### config.mk
export PLATFORM = sky130hd
export DESIGN_NAME = knn3_dist
export DESIGN_NICKNAME = d
export VERILOG_FILES = /design/src/design/knn3_pkg.sv /design/src/design/knn3_dist.sv
export SDC_FILE = /design/constraint.sdc
export NUM_CORES = 2
export LEC_CHECK = 0
export BUFFER_PORTS_ARGS = -buffer_cell sky130_fd_sc_hd__buf_2
export CAP_MARGIN = 20
export CORE_ASPECT_RATIO = 1.25
export CORE_MARGIN = 10
export CORE_UTILIZATION = 60
export DETAILED_ROUTE_END_ITERATION = 7
export GPL_TIMING_DRIVEN = 0
export PLACE_DENSITY_LB_ADDON = 0.1
export RECOVER_POWER = 100
export SLEW_MARGIN = 10
export SYNTH_ARGS = -nofsm -noshare
export SYNTH_HDL_FRONTEND = slang
export SYNTH_SLANG_ARGS = --single-unit
export TNS_END_PERCENT = 10
### constraint.sdc
create_clock -name clk -period 9.1 [get_ports clk]
set_input_delay 0 -clock clk [delete_from_list [all_inputs] [get_ports clk]]
set_output_delay 0 -clock clk [all_outputs]
set_load 0.01 [all_outputs]
### src/design/knn3_pkg.sv
// Shared types and constants for the nearest-three-points selector.
// Used by the distance pipeline, the ranking cell and the top level.
package knn3_pkg;

	localparam int COORD_W = 24;
	localparam int MAG_W   = 24;
	localparam int SQ_W    = 48;
	localparam int DIST_W  = 50;
	localparam int IDX_W   = 17;
	localparam int CFG_W   = 2;
	localparam int OUT_K   = 3;

	localparam logic [CFG_W-1:0] REG_CENTER_X = 2'd0;
	localparam logic [CFG_W-1:0] REG_CENTER_Y = 2'd1;
	localparam logic [CFG_W-1:0] REG_CENTER_Z = 2'd2;

	// Control carried alongside a point through the distance pipeline.
	typedef struct packed {
		logic             vld;
		logic             last;
		logic             rank;
		logic             ovf;
		logic [IDX_W-1:0] idx;
	} tag_t;

	// Contents of one ranking slot.
	typedef struct packed {
		logic              vld;
		logic [DIST_W-1:0] dsq;
		logic [IDX_W-1:0]  idx;
	} slot_t;

endpackage

### src/design/knn3_dist.sv
// Three-stage squared-distance pipeline: difference and magnitude, squares, sum.
// Depends on knn3_pkg.
module knn3_dist import knn3_pkg::*; (
	input  logic                      clk,
	input  logic                      arst_n,
	input  logic                      en,
	input  tag_t                      tag,
	input  logic signed [COORD_W-1:0] px,
	input  logic signed [COORD_W-1:0] py,
	input  logic signed [COORD_W-1:0] pz,
	input  logic signed [COORD_W-1:0] cx,
	input  logic signed [COORD_W-1:0] cy,
	input  logic signed [COORD_W-1:0] cz,
	output tag_t                      tag_s3,
	output logic [DIST_W-1:0]         dist_s3
);

	logic [COORD_W:0] dx, dy, dz;
	logic [COORD_W:0] ax, ay, az;
	tag_t             tag_s1, tag_s2;
	logic [MAG_W-1:0] mx_s1, my_s1, mz_s1;
	logic [SQ_W-1:0]  sx_s2, sy_s2, sz_s2;

	assign dx = {px[COORD_W-1], px} - {cx[COORD_W-1], cx};
	assign dy = {py[COORD_W-1], py} - {cy[COORD_W-1], cy};
	assign dz = {pz[COORD_W-1], pz} - {cz[COORD_W-1], cz};
	assign ax = dx[COORD_W] ? -dx : dx;
	assign ay = dy[COORD_W] ? -dy : dy;
	assign az = dz[COORD_W] ? -dz : dz;

	always_ff @(posedge clk or negedge arst_n) begin
		if (!arst_n) begin
			tag_s1 <= '0;
			tag_s2 <= '0;
			tag_s3 <= '0;
		end else if (en) begin
			tag_s1 <= tag;
			tag_s2 <= tag_s1;
			tag_s3 <= tag_s2;
		end
	end

	always_ff @(posedge clk) begin
		if (en) begin
			mx_s1   <= ax[MAG_W-1:0];
			my_s1   <= ay[MAG_W-1:0];
			mz_s1   <= az[MAG_W-1:0];
			sx_s2   <= mx_s1 * mx_s1;
			sy_s2   <= my_s1 * my_s1;
			sz_s2   <= mz_s1 * mz_s1;
			dist_s3 <= DIST_W'(sx_s2) + DIST_W'(sy_s2) + DIST_W'(sz_s2);
		end
	end

endmodule

Yosys cells after proc, flatten, opt, wreduce, memory -nomap -nowiden
Index checks and enable logic that the tools add are counted.
{ "totals": {"ff_bits": 329, "romBits": 0, "ramBits": 0, "n_memories": 0, "input_bits": 168, "elab_cells": 36, "out_inout_bits": 71, "latch_bits": 0} }
{ "op_classes": {"reduce_logical": 0, "addsub": 8, "n_lt_le_gt_ge": 0, "shifts": 0, "n_bitwise": 0, "mux": 3, "div": 0, "n_eq_ne": 0, "n_mul": 3} }
{ "op_table": {"columns": ["op", "n"], "rows": [
  ["multiplier 24 x 24 -> 48 bit", 3],
  ["subtractor 24 x 24 -> 25 bit", 3],
  ["two-way mux 24 bit", 3],
  ["negator 24 bit", 3],
  ["adder 49 x 48 -> 50 bit", 1],
  ["adder 48 x 48 -> 49 bit", 1]
]} }

Depth between registers and ports, before layout
{ "logic_depth": {"depth_word": 3, "mapped_depth": 29, "mapped_depth_nobuf": 27} }

Worst setup path after synthesis
OpenSTA, ideal clock, no wires.
{ "synth_path": {"path_type": "register to register", "from": "register my_s1[17]", "to": "register sy_s2[47] (data pin)", "arrival_time_ns": 7.145, "setup_ns": 0.259, "stages_incl_launch_ff": 27, "period_less_slack_ns": 7.404, "required_time_ns": 8.841, "slack_ns": 1.696, "n_path_buf": 2, "path_cell_list": "edfxtp_1 clkbuf_1 clkbuf_1 nand2_1 fa_1 inv_1 fa_1 fa_1 inv_1 fa_1 inv_1 fa_1 fa_1 inv_1 fa_1 inv_1 ha_1 nand3_1 nor2_1 nand3_1 or4_1 o22a_1 a21oi_1 a21oi_1 o21ai_0 o21ai_0 a211o_1"} }
{ "synth_between": {"elab_chain_len": 1} }
{ "synth_lines": {"columns": ["item", "line_no", "rtl"], "rows": [
  ["from (decl)", "knn3_dist.sv:21", "logic [MAG_W-1:0] mx_s1, my_s1, mz_s1;"],
  ["from (signal assigned)", "knn3_dist.sv:46", "my_s1 <= ay[MAG_W-1:0];"],
  ["multiplier 24 x 24 -> 48 bit", "knn3_dist.sv:49", "sy_s2 <= my_s1 * my_s1;"],
  ["to (signal assigned)", "knn3_dist.sv:49", null],
  ["to (decl)", "knn3_dist.sv:22", "logic [SQ_W-1:0] sx_s2, sy_s2, sz_s2;"]
]} }
No other way between the ends.
A chain may end at the register's enable or synchronous reset.

Final worst setup path
{ "layout_path": {"from": "register my_s1[5]", "to": "register sy_s2[47] (data pin)"} }
The elaborated chain is that of the path after synthesis.

==> impl_metrics.tcl <==
set metrics [dict create \
    initial_core_util_pct 60.3 \
    r2r_slack_ns 0.11 \
    clk_pin_slew_ns 0.06 \
    finalNonFillerCells 8911 \
    fp.dieArea_um2 128000 \
    hold_violations 0 \
    gr-total-overflow 0 \
    fin_skew_ns 0.0332 \
    worst_slew_pin_slew_ns 5.28 \
    fin_nets 9539 \
    post_drt_wl_per_cell_um 19.9 \
    dpl.hpwl_um 150000 \
    ys_types 92 \
    max_freq_ghz 0.111 \
    status "finished with violations" \
    timing.final.max_slew_violations 333 \
    r2r_end "sy_s2[47]$_DFFE_PP_" \
    worstSetupPathType "flip-flop to flip-flop" \
    crit_fanout 10 \
    cts_htree_levels 2 \
    place.gp.congestion 0.976 \
    grt_pass1_wl_um 283000 \
    ys.warnings.count 0 \
    syn_area_um2 68200 \
    post-route-period-util_pct 98.8 \
    core_area_um2 113000 \
    cap_violations 4 \
    die_x_um 321 \
    cts.sinks 326 \
    async_flop_share_pct 19.3 \
    ff2ff_path_depth 25 \
    clk_latency_ns 0.62 \
    dominantRegCellSynth "edfxtp_1" \
    setup_viol 0 \
    violations "capacitance limit, slew limit" \
    dr.pass1.iters 7 \
    cts_root_buf "clkbuf_16" \
    drc 0 \
    ys_ff_latch 326 \
    endpoint_kind "flip-flop" \
    num_io_pins 239 \
    port_buffers 238 \
    final_antenna_net_count 0 \
    syn_inst 7089 \
    routed_via_density 5.52 \
    rsz0062_at_grt "yes" \
    critPathRequiredTime_ns 9.42 \
    synth-edff-count 263 \
    post-place-cells 8802 \
    drt_iter0_markers 2914 \
    antenna_found_initial 9 \
    hp-class "input port to flip-flop" \
    cp.arrival_ns 9.30 \
    cts_max_path_buffers 3 \
    avgSynthCellArea_um2 9.62 \
    cts_tree "built" \
    yosysSeqAreaShare_pct 13.9 \
    hp-start "py[22]" \
    layout-drive-gt1-share_pct 4.92 \
    worstReg2RegStart "my_s1[5]$_DFFE_PP_" \
    grt.total_usage_pct 28.5 \
    rows 138 \
    hold_end "my_s1[23]$_DFFE_PP_" \
    cts_buffers 39 \
    slew_headroom_pct -252 \
    start_kind "flip-flop" \
    areaGrowthSynthToFinish_pct 6.73 \
    die_h_um 397 \
    wl_um 177000 \
    hold-path-cell-count 5 \
    grt_pass1_vias 53270 \
    vias 49208 \
    finalCriticalPeriod_ns 8.99 \
    grt_max_degree 99 \
]
## stage by stage
step / setup WS (ns) / setup TNS [ns] / hold slack, ns / utilization (%) / area (um^2)
6_report: 0.111 / 0 / 0.0241 / 64.3 / 72700
5_1_grt: -0.230 / -0.559 / 0.0629 / 64.3 / 72700
4_1_cts: 0.000218 / 0 / 0.000833 / 64.4 / 72900
3_5_place_dp: -0.0912 / -0.131 / 0.124 / 63.0 / 71300
3_3_place_gp: -0.0901 / -0.105 / 0.233 / 63.0 / 71200
2_1_floorplan: 1.70 / 0 / -0.296 / - / 68200
## worst max path at each step
stage / start / end / slack (ns) / cells after the start
2_1_floorplan: my_s1[17]$_DFFE_PP_ / sy_s2[47]$_DFFE_PP_ / 1.70 / 26
3_3_place_gp: my_s1[17]$_DFFE_PP_ / sy_s2[45]$_DFFE_PP_ / -0.09 / 26
3_5_place_dp: my_s1[17]$_DFFE_PP_ / sy_s2[45]$_DFFE_PP_ / -0.09 / 26
4_1_cts: mz_s1[0]$_DFFE_PP_ / sz_s2[43]$_DFFE_PP_ / 0.0002 / 28
5_1_grt: my_s1[3]$_DFFE_PP_ / sy_s2[47]$_DFFE_PP_ / -0.23 / 25
6_report: my_s1[5]$_DFFE_PP_ / sy_s2[47]$_DFFE_PP_ / 0.11 / 25
## layer usage
layer,track usage [%],vias up,wire [um]
met2,49.9,1569,89000
met1,33.7,24721,65700
met5,0,-,0
met4,15.7,0,11900
li1,-,22407,-
met3,3.77,511,10400
## synthesized netlist by cell type (9+ instances only)
library cell,n,area [um^2]
inv_1,1922,7210
fa_1,1316,26300
ha_1,650,8130
nand2_1,585,2200
and2_1,364,2280
edfxtp_1,263,7900
a21oi_1,225,1130
xnor2_1,202,1770
clkbuf_1,199,747
nor2_1,196,736
o21ai_0,133,666
a21o_1,125,938
xor2_1,99,867
mux2_2,67,754
dfrtp_1,63,1580
nand3_1,61,305
nor2b_1,48,300
nor3_1,43,215
o21a_1,42,315
o21bai_1,33,248
a211oi_1,29,218
nand2b_1,28,175
a31oi_1,26,163
o31ai_1,26,195
and3_1,23,144
nand4_1,22,138
or2_2,20,125
or3_1,18,113
o211ai_1,17,128
a31o_2,14,123
o31a_1,13,114
a311oi_1,12,105
a21boi_0,11,82.6
nor4_1,11,68.8
a211o_1,10,87.6
o311ai_0,9,78.8
or4_1,9,67.6
## cell families after synthesis
logic type	count (synthesis)	share of synthesized area, %
compound gates	822	8.07
buf+inv	2128	11.8
flops	326	13.9
fa+ha+maj	1966	50.6
mux	74	1.21
simple gates	1471	10.6
other cells	1	0.00550
xor+xnor	301	3.87
## placed cells by master (no fill, tap or decap), types with 12 or more instances in the layout
cell type,instances
nand4_1,22
clkbuf_16,39
a31oi_1,26
o31ai_1,25
nand2_1,585
nor3_1,43
a21oi_1,225
clkbuf_2,19
nor2_1,196
mux2_2,66
a211oi_1,30
dlygate4sd3_1,34
edfxtp_1,263
ha_1,650
inv_1,1922
or2_2,20
buf_2,166
a311oi_1,12
xnor2_1,201
nor2b_1,48
and2_1,356
fa_1,1316
dfrtp_1,63
o31a_1,13
nand2b_1,28
clkbuf_1,260
o21ai_0,135
o211ai_1,17
and3_1,23
or3_1,18
nand3_1,61
o21a_1,42
a31o_2,12
a21o_1,125
o21bai_1,33
xor2_1,99
## state kept, by name (all words and copies together), names as in the netlist
register,cells
sz_s2,47
tag_s1,21
mx_s1,24
sx_s2,47
dist_s3,50
mz_s1,24
my_s1,24
tag_s2,21
sy_s2,47
tag_s3,21
## critical path, stage by stage (launching register included)
cell,delay [ns]
edfxtp_1,0.76
clkbuf_1,0.60
nand2_1,0.17
fa_1,0.64
inv_1,0.07
fa_1,0.48
inv_1,0.06
fa_1,0.49
fa_1,0.52
inv_1,0.05
fa_1,0.55
fa_1,0.50
inv_1,0.05
fa_1,0.62
inv_1,0.07
ha_1,0.38
nand3_1,0.11
nor2_1,0.19
nand3_1,0.13
or4_1,0.54
o22a_1,0.21
a21oi_1,0.29
a21oi_1,0.21
o21ai_0,0.33
o21ai_0,0.24
a211o_1,0.42
## what timing repair did
item | CTS | global route
endpoints found under the setup margin | 4 | 22
hold buffers | 34 | 0
buffers inserted | 0 | 0
hold endpoints to repair | 152 | 0
pin swaps | 0 | 0
gates resized for setup | 5 | 32
## cell type report
cell class	instances	area, um^2
diodes	6	15.0
plain buffers	204	815
clock buffers	48	1040
clock inverters	23	221
fillers	9703	40300
inverters	1922	7210
multi-input cells	4637	50700
flip-flops and latches	326	9470
well taps	1470	1840
repair buffers	275	1450
Power is left out: the tool's default activity adds up to more than one toggle a clock period on the data nets, which glitch-free logic cannot reach.
