`src/design/knn3_pkg.sv`:
```
// Shared types and constants for the nearest-three-points selector.
// Used by the distance pipeline, the ranking cell and the top level.
package knn3_pkg;

	localparam int COORD_W = 24;
	localparam int MAG_W   = 24;
	localparam int SQ_W    = 48;
	localparam int DIST_W  = 50;
	localparam int IDX_W   = 17;
	localparam int CFG_W   = 2;
	localparam int OUT_K   = 3;

	localparam logic [CFG_W-1:0] REG_CENTER_X = 2'd0;
	localparam logic [CFG_W-1:0] REG_CENTER_Y = 2'd1;
	localparam logic [CFG_W-1:0] REG_CENTER_Z = 2'd2;

	// Control carried alongside a point through the distance pipeline.
	typedef struct packed {
		logic             vld;
		logic             last;
		logic             rank;
		logic             ovf;
		logic [IDX_W-1:0] idx;
	} tag_t;

	// Contents of one ranking slot.
	typedef struct packed {
		logic              vld;
		logic [DIST_W-1:0] dsq;
		logic [IDX_W-1:0]  idx;
	} slot_t;

endpackage

```
`src/design/knn3_cell.sv`:
```
// One ranking slot of the sorted chain; takes the new point or its neighbour's entry.
// Depends on knn3_pkg.
module knn3_cell import knn3_pkg::*; (
	input  logic              clk,
	input  logic              arst_n,
	input  logic              ins_en,
	input  logic              clear,
	input  logic [DIST_W-1:0] new_dist,
	input  logic [IDX_W-1:0]  new_idx,
	input  slot_t             prev,
	input  logic              prev_take,
	output slot_t             slot_q,
	output slot_t             slot_d,
	output logic              take
);

	assign take = ins_en && (!slot_q.vld || (new_dist < slot_q.dsq));

	always_comb begin
		slot_d = slot_q;
		if (take && prev_take) begin
			slot_d = prev;
		end else if (take) begin
			slot_d.vld = 1'b1;
			slot_d.dsq = new_dist;
			slot_d.idx = new_idx;
		end
	end

	always_ff @(posedge clk or negedge arst_n) begin
		if (!arst_n) begin
			slot_q <= '{vld: 1'b0, dsq: '1, idx: '0};
		end else if (clear) begin
			slot_q <= '{vld: 1'b0, dsq: '1, idx: '0};
		end else begin
			slot_q <= slot_d;
		end
	end

	assert property (@(posedge clk) disable iff (!arst_n) !prev.vld |-> !slot_q.vld)
		else $error("Occupied slot follows an empty one.");
	assert property (@(posedge clk) disable iff (!arst_n)
		(prev.vld && slot_q.vld) |-> (prev.dsq <= slot_q.dsq))
		else $error("Slot chain is out of distance order.");

endmodule

```
`config.mk`:
```
export PLATFORM = sky130hd
export DESIGN_NAME = knn3_cell
export DESIGN_NICKNAME = d
export VERILOG_FILES = /design/src/design/knn3_pkg.sv /design/src/design/knn3_cell.sv
export SDC_FILE = /design/constraint.sdc
export NUM_CORES = 1
export LEC_CHECK = 0
export ABC_AREA = 0
export CAP_MARGIN = 20
export CORE_AREA = 3 3 106 108
export DETAILED_ROUTE_END_ITERATION = 6
export DIE_AREA = 0 0 109 111
export DONT_BUFFER_PORTS = 1
export PLACE_DENSITY_LB_ADDON = 0.05
export SKIP_CTS_REPAIR_TIMING = 1
export SLEW_MARGIN = 20
export SYNTH_ARGS = -nofsm -noshare
export SYNTH_HDL_FRONTEND = slang
export SYNTH_SLANG_ARGS = --single-unit
export TNS_END_PERCENT = 20
```
`constraint.sdc`:
```
create_clock -name clk -period 3.3 [get_ports clk]
set_input_delay 0.165 -clock clk [delete_from_list [all_inputs] [get_ports clk]]
set_output_delay 0.165 -clock clk [all_outputs]
set_load 0.005 [all_outputs]
```
### After elaboration in Yosys (flattened, before gate mapping)

Cells that the tools add are included.

| cells by class | value |
|---|---|
| equality and inequality tests | 0 |
| reductions and logical operators | 4 |
| multipliers | 0 |
| magnitude comparators | 1 |
| bitwise gates (word level) | 0 |
| muxes and demuxes | 3 |
| $add $sub $neg | 0 |
| shift operators | 0 |
| divide/modulo/power cells | 0 |

Operators by type and width:

| kind | number |
|---|---|
| 68-bit two-way mux | 3 |
| 50-bit < comparator | 1 |
| 1-bit logical AND | 2 |
| 1-bit logical NOT | 1 |
| 1-bit logical OR | 1 |

| storage, ports and cells | value |
|---|---|
| bits in latches | 0 |
| output and inout bits | 137 |
| RAM bits | 0 |
| memories kept | 0 |
| ROM bits | 0 |
| logic and storage cells | 11 |
| register bits after elaboration | 68 |
| bits of input ports | 140 |

### Logic depth before layout (Yosys ltp)

Gate-level depths: netlist (run 1).

| depth | value |
|---|---|
| word-level depth | 6 |
| mapped depth | 12 |
| gate-level depth less buffers | 9 |

### Worst setup path before layout (run 1)

OpenSTA, ideal clock, no wires.

| timing | value |
|---|---|
| path type | reg-to-output |
| start | register slot_q[36] in the netlist's numbering |
| end | output port slot_d[59] in the netlist's numbering |
| buffers on the path | 3 |
| data required time | 3135 ps |
| cell stages (with the launch flop) | 13 |
| arrival | 2560 ps |
| path slack | 575 ps |
| path through | dfstp_2 > inv_1 > ha_1 > a21oi_1 > o21ai_0 > a2111oi_0 > a2bb2oi_1 > or2_2 > buf_2 > nor2_2 > buf_6 > buf_2 > a21o_1 |

RTL lines:

| what | RTL line | text |
|---|---|---|
| start: declaration | knn3_cell.sv:12 | `output slot_t slot_q,` |
| start signal: assignment | knn3_cell.sv:32 | `slot_q <= '{vld: 1'b0, dsq: '1, idx: '0};` |
| start signal: assignment | knn3_cell.sv:34 | `slot_q <= '{vld: 1'b0, dsq: '1, idx: '0};` |
| start signal: assignment | knn3_cell.sv:36 | `slot_q <= slot_d;` |
| end: declaration | knn3_cell.sv:13 | `output slot_t slot_d,` |

==> flow_summary.json, run 1 <==
{
  "period_share": 0.9754,
  "power_density_mw_per_mm2": 452.1,
  "hold_viol_final": 0,
  "cap_violations": 0,
  "drc": 0,
  "finClkSkew_ns": 0.008568,
  "crit_path_max_incr_delay_ns": 0.58,
  "reg2reg_setup_slack_ns": 0.25,
  "place.gp.congestion": 0.7979,
  "yosys_most_used_dff": "dfstp_2",
  "crit_start": "slot_q[25]$_DFF_PN1_",
  "synth_edf_count": 0,
  "num_vias": 4674,
  "clock_latency_ns": 0.36,
  "rows": 37,
  "core-area_mm2": 0.01032,
  "fin_area_mm2": 0.006713,
  "vdd_drop_max_mv": 0.2217,
  "tritoncts": "done",
  "slew_viol_final": 0,
  "seq_area_mm2": 0.001764,
  "multi_input_area_mm2": 0.003871,
  "synthArstFlopShare": 1.000,
  "holdPathStages": 2,
  "dr.pass1.iters": 5,
  "tns_ns": 0,
  "area_growth_pct": 23.33,
  "wl_um": 18140,
  "die_x_um": 109,
  "drive_gt1_frac": 0.4585,
  "cts_sinks": 68,
  "grt_pass1_wl_um": 25030,
  "crit_end": "slot_d[52]",
  "grt-ovfl-total": 0,
  "floorplan.die_area_mm2": 0.01210,
  "worstPathMaxFanout": 18,
  "total_power_mw": 3.035,
  "max_freq_ghz": 0.3107,
  "setup_violations": 0,
  "ff2ff_path_depth": 11,
  "h-tree-depth": 3,
  "worstPathArrival_ns": 3.05,
  "top_register": "slot_q",
  "cts_root_buffer": "clkbuf_8",
  "yosys_register_bits": 68,
  "grt_antenna_before_repair": 0,
  "numCtsBuffers": 9,
  "fillers": 842,
  "syn_avg_cell_area_um2": 9.288,
  "grt_use_total": 0.2594,
  "hold_ws_ns": 0.02050,
  "clkTransAtPathRegs_ns": 0.08,
  "worstPathCellList": "inv_4 > ha_4 > nand4_1 > or3_4 > a2111oi_4 > o211ai_1 > buf_4 > buf_12 > a21oi_2 > a21o_1",
  "wl_per_cell_um": 24.94,
  "criticalPathCategory": "reg2out",
  "synthCells": 586,
  "ioPinCount": 277,
  "initial_core_util": 0.5272,
  "slowest_stage": "dfstp_2",
  "min_period_ns": 3.219,
  "synth_top_area_cell": "dfstp_2",
  "netlist_area_mm2": 0.005443,
  "crit_path_end_kind": "output port",
  "grt_setup_unrepaired": "true",
  "cp.depth": 10,
  "io_buffer_count": 0,
  "cts_buffer_depth": 2,
  "syn-num-nets": 775,
  "placed_cell_area_mm2": 0.005488,
  "synth.area.top_cells": "dfstp_2 (24%), mux2_2 (14%), ha_1 (11%)",
  "synth_cell_types": 42,
  "tightest_slew_ns": 0.4587,
  "grt_pass1_vias": 4638,
  "hp-class": "in2reg",
  "reg2reg_from": "slot_q[25]$_DFF_PN1_",
  "top_regs": "slot_q (68)",
  "rr_endpoint": "slot_q[32]$_DFF_PN1_",
  "nets": 775,
  "crit_family": "compound AO/OA/AOI/OAI gates",
  "relSlewSlack": 0.6914,
  "ys_seq_area_frac": 0.3241,
  "vias_per_cell": 6.429,
  "antenna_cells": 0,
  "power_leakage_nw": 3.179,
  "die_h_um": 111,
  "ys_warn_count": 0,
  "cp.required_ns": 3.13,
  "ant_nets": 0,
  "grt_max_degree": 70,
  "drtIter0Drc": 305,
  "cp_num_buf_inv": 3,
  "status": "completed",
  "start_kind": "register",
  "largest_register_ffs": 68,
  "synth_top_area_frac": 0.2414,
  "dp_hpwl_um": 11890
}
[power by group]
part / switching, mW / leakage (nW) / internal (mW)
sequential: 0.0960 / 0.759 / 0.985
clock: 0.347 / 0.115 / 0.496
combinational: 0.615 / 2.30 / 0.495
total: 1.06 / 3.18 / 1.98
[worst reg2reg max path, cell delays in order, from the launching register on]
cell	delay (ns)
dfstp_2	0.58
inv_4	0.06
ha_4	0.26
nand4_1	0.12
or3_4	0.42
a2111oi_4	0.39
o211a_1	0.28
nor2_4	0.08
buf_6	0.14
buf_4	0.14
clkbuf_16	0.20
a211o_1	0.29
[logic make-up after synthesis]
kind of cell             after synthesis  share of synthesized area
AO/OA/AOI/OAI                        207                     0.2598
adder cells (fa/ha/maj)               49                     0.1126
buffers and inverters                100                    0.08069
flip-flops                            68                     0.3241
multiplexers                          67                     0.1386
AND/OR/NAND/NOR                       95                    0.08414
[through the flow]
stage	utilization	setup WS, ns	std cells
6_report	0.6502	0.08110	727
5_1_grt	0.6502	-0.04496	727
4_1_cts	0.5539	-0.1947	704
3_5_place_dp	0.5316	0.2134	688
3_3_place_gp	0.5316	0.2946	688
2_1_floorplan	-	0.5749	586
[cell usage after synthesis, types with 7 or more instances]
cell type / count
inv_1: 55
buf_2: 12
nor3_1: 38
o21ai_0: 7
nand2_1: 13
mux2_2: 67
a21oi_1: 85
a21o_1: 49
nand4_1: 8
nor2_1: 22
ha_1: 49
a211o_1: 49
dfrtp_1: 18
clkbuf_1: 25
dfstp_2: 50
[how the worst min path moves through the flow]
stage             start                    to
6_report       prev[67]  slot_q[67]$_DFF_PN0_
5_1_grt        prev[67]  slot_q[67]$_DFF_PN0_
4_1_cts          arst_n   slot_q[4]$_DFF_PN0_
3_5_place_dp     arst_n  slot_q[67]$_DFF_PN0_
3_3_place_gp     arst_n   slot_q[4]$_DFF_PN0_
2_1_floorplan    arst_n   slot_q[0]$_DFF_PN0_
[layer usage]
| metal | vias to the layer above | routed length (um) | global-route usage |
|---|---|---|---|
| met5 | - | 0 | 0 |
| met3 | 25 | 1766 | 0.07397 |
| met2 | 239 | 9035 | 0.4267 |
| met1 | 2265 | 6991 | 0.3170 |
| met4 | 0 | 341 | 0.09933 |
| li1 | 2145 | - | - |
[layout make-up]
type,instances,share of cell area
inverter,55,0.03113
clock buffer,10,0.01901
multi-input combinational,418,0.5767
clock inverter,6,0.01528
sequential,68,0.2628
tap,136,0.02535
timing repair buffer,34,0.06971
[layout by cell type, fill, tap and decap left out, types with 3 or more instances in the layout]
| master | count |
|---|---|
| mux2_2 | 67 |
| a21oi_2 | 52 |
| inv_1 | 50 |
| dfstp_2 | 50 |
| a21o_1 | 49 |
| a211o_1 | 49 |
| ha_1 | 43 |
| nor3_1 | 20 |
| nor2_1 | 20 |
| a21oi_1 | 19 |
| dfrtp_1 | 18 |
| a21oi_4 | 14 |
| nor3_2 | 14 |
| buf_4 | 14 |
| nand2_1 | 13 |
| clkbuf_8 | 9 |
| nand4_1 | 8 |
| o21ai_0 | 7 |
| ha_4 | 6 |
| buf_6 | 6 |
| clkbuf_16 | 5 |
| inv_2 | 4 |
| nand3_1 | 4 |
| nor3_4 | 4 |
| buf_12 | 4 |
| bufinv_16 | 3 |
No activity file was read; power rests on OpenSTA's default activity.
==> run 2: changes to the inputs <==
==> constraint.sdc (replaced) <==
create_clock -name clk -period 3.3 [get_ports clk]
set_input_delay 0.66 -clock clk [delete_from_list [all_inputs] [get_ports clk]]
set_output_delay 0.66 -clock clk [all_outputs]
set_load 0.005 [all_outputs]
==> flow_summary.json, run 2 (synthesis results as in run 1) <==
{
  "final_cell_mix": "buf_4 (94), mux2_2 (67), dfstp_2 (50)",
  "worstPathArrival_ns": 3.17,
  "grt_antenna_before_repair": 0,
  "fin_util": 0.7456,
  "floorplan.die_area_mm2": 0.01210,
  "grt_use_total": 0.2641,
  "setup_violations": 69,
  "drtIter0Drc": 297,
  "tightest_slew_ns": 0.9463,
  "cp.required_ns": 2.64,
  "cts_buffer_depth": 2,
  "drc": 0,
  "wl_um": 18600,
  "dr.pass1.iters": 4,
  "worstPathMaxFanout": 18,
  "power_density_mw_per_mm2": 427.5,
  "status": "finished, violations left",
  "numCtsBuffers": 9,
  "top_regs": "slot_q (68)",
  "hp-class": "in2async",
  "criticalPathCategory": "reg2out",
  "setup_slack_ns": -0.5266,
  "ff2ff_path_depth": 12,
  "drive_gt1_frac": 0.5376,
  "cap_violations": 0,
  "pre_cts_ws_ns": -0.1938,
  "slew_viol_final": 0,
  "clkPwrFrac": 0.261,
  "die_x_um": 109,
  "cts_root_buffer": "clkbuf_8",
  "vdd_drop_max_mv": 0.2924,
  "fin_area_mm2": 0.007697,
  "grt_setup_unrepaired": "true",
  "rr_endpoint": "slot_q[38]$_DFF_PN1_",
  "h-tree-depth": 3,
  "num_vias": 5086,
  "die_h_um": 111,
  "clkTransAtPathRegs_ns": 0.09,
  "placed_cell_area_mm2": 0.006221,
  "largest_register_ffs": 68,
  "hold_ws_ns": 0.1196,
  "grt_max_degree": 70,
  "period_share": 1.160,
  "power_switching_mw": 1.123,
  "max_freq_ghz": 0.2613,
  "crit_path_end_kind": "output port",
  "switching_share": 0.3414,
  "crit_start": "slot_q[26]$_DFF_PN1_",
  "power_leakage_nw": 3.664,
  "place.gp.congestion": 0.8188,
  "grt-ovfl-total": 0,
  "grt_pass1_vias": 4881,
  "rows": 37,
  "combPwrFrac": 0.416,
  "antenna_cells": 0,
  "p_int_mw": 2.167,
  "failed_checks": "setup timing",
  "finClkSkew_ns": 0.01918,
  "area_growth_pct": 41.43,
  "min_period_ns": 3.827,
  "seqPwrFrac": 0.323,
  "core-area_mm2": 0.01032,
  "post-place-cells": 774,
  "io_buffer_count": 0,
  "hold_viol_final": 0,
  "nets": 863,
  "top_register": "slot_q",
  "total_power_mw": 3.291,
  "cts_sinks": 68,
  "relSlewSlack": 0.3670,
  "final_common_cell": "buf_4",
  "fillers": 717,
  "start_kind": "register",
  "ant_nets": 0,
  "clock_latency_ns": 0.37,
  "initial_core_util": 0.5272,
  "wl_per_cell_um": 22.82,
  "grt_pass1_wl_um": 25390,
  "tns_ns": -32.41,
  "ioPinCount": 277,
  "vias_per_cell": 6.240,
  "dp_hpwl_um": 12190,
  "tritoncts": "done",
  "finalNonFillerCells": 815,
  "reg2reg_setup_slack_ns": 0.19,
  "reg2reg_from": "slot_q[26]$_DFF_PN1_"
}
==> run 2: cell types whose count changed in the layout (fill, tap and decap cells not counted), sizes merged <==
cell,before,now
clkbuf,15,16
dlygate4sd3,2,1
buf,27,114
clkinvlp,0,1
==> run 2: per-layer routing <==
metal	part of all wire	global-route usage	up-vias
li1	-	-	2331
met1	0.40	0.3333	2491
met2	0.51	0.4357	234
met3	0.070	0.06115	30
met4	0.020	0.09596	0
met5	0	0	-
==> run 2: worst max path at each step <==
| stage | end | slack [ns] | cells after the start |
|---|---|---|---|
| after floorplan | slot_d[19] | -0.02 | 11 |
| after global placement | slot_d[25] | -0.15 | 9 |
| after detailed placement | slot_d[45] | -0.19 | 9 |
| after CTS | slot_d[45] | -0.53 | 10 |
| after global routing | slot_d[54] | -0.61 | 12 |
| final | slot_d[18] | -0.53 | 11 |
==> run 2: critical path: stages, from the launching register on <==
cell	delay, ns
dfstp_2	0.55
inv_2	0.06
ha_4	0.27
nand4_1	0.16
or3_4	0.43
a2111oi_4	0.41
buf_4	0.18
o211a_4	0.19
nor2_4	0.06
buf_12	0.14
buf_12	0.16
a21o_1	0.21
==> run 2: area by class of cell <==
cell class / count / area [um2] / share of cell area
tap: 136 / 170.2 / 0.02211
clock buffer: 9 / 123.9 / 0.01609
sequential: 68 / 1764 / 0.2292
multi-input combinational: 418 / 4071 / 0.5289
clock inverter: 7 / 115.1 / 0.01495
timing repair buffer: 122 / 1246 / 0.1619
inverter: 55 / 206.4 / 0.02682
==> run 2: power by group through the flow <==
stage | Clock (mW) | Sequential [mW] | Combinational (mW)
finish | 0.857 | 1.06 | 1.37
global route | 0.908 | 1.07 | 1.48
CTS | 0.867 | 1.05 | 1.03
detailed placement | 0 | 1.06 | 1.02
global placement | 0 | 1.06 | 1.00
floorplan | 0 | 1.05 | 0.690
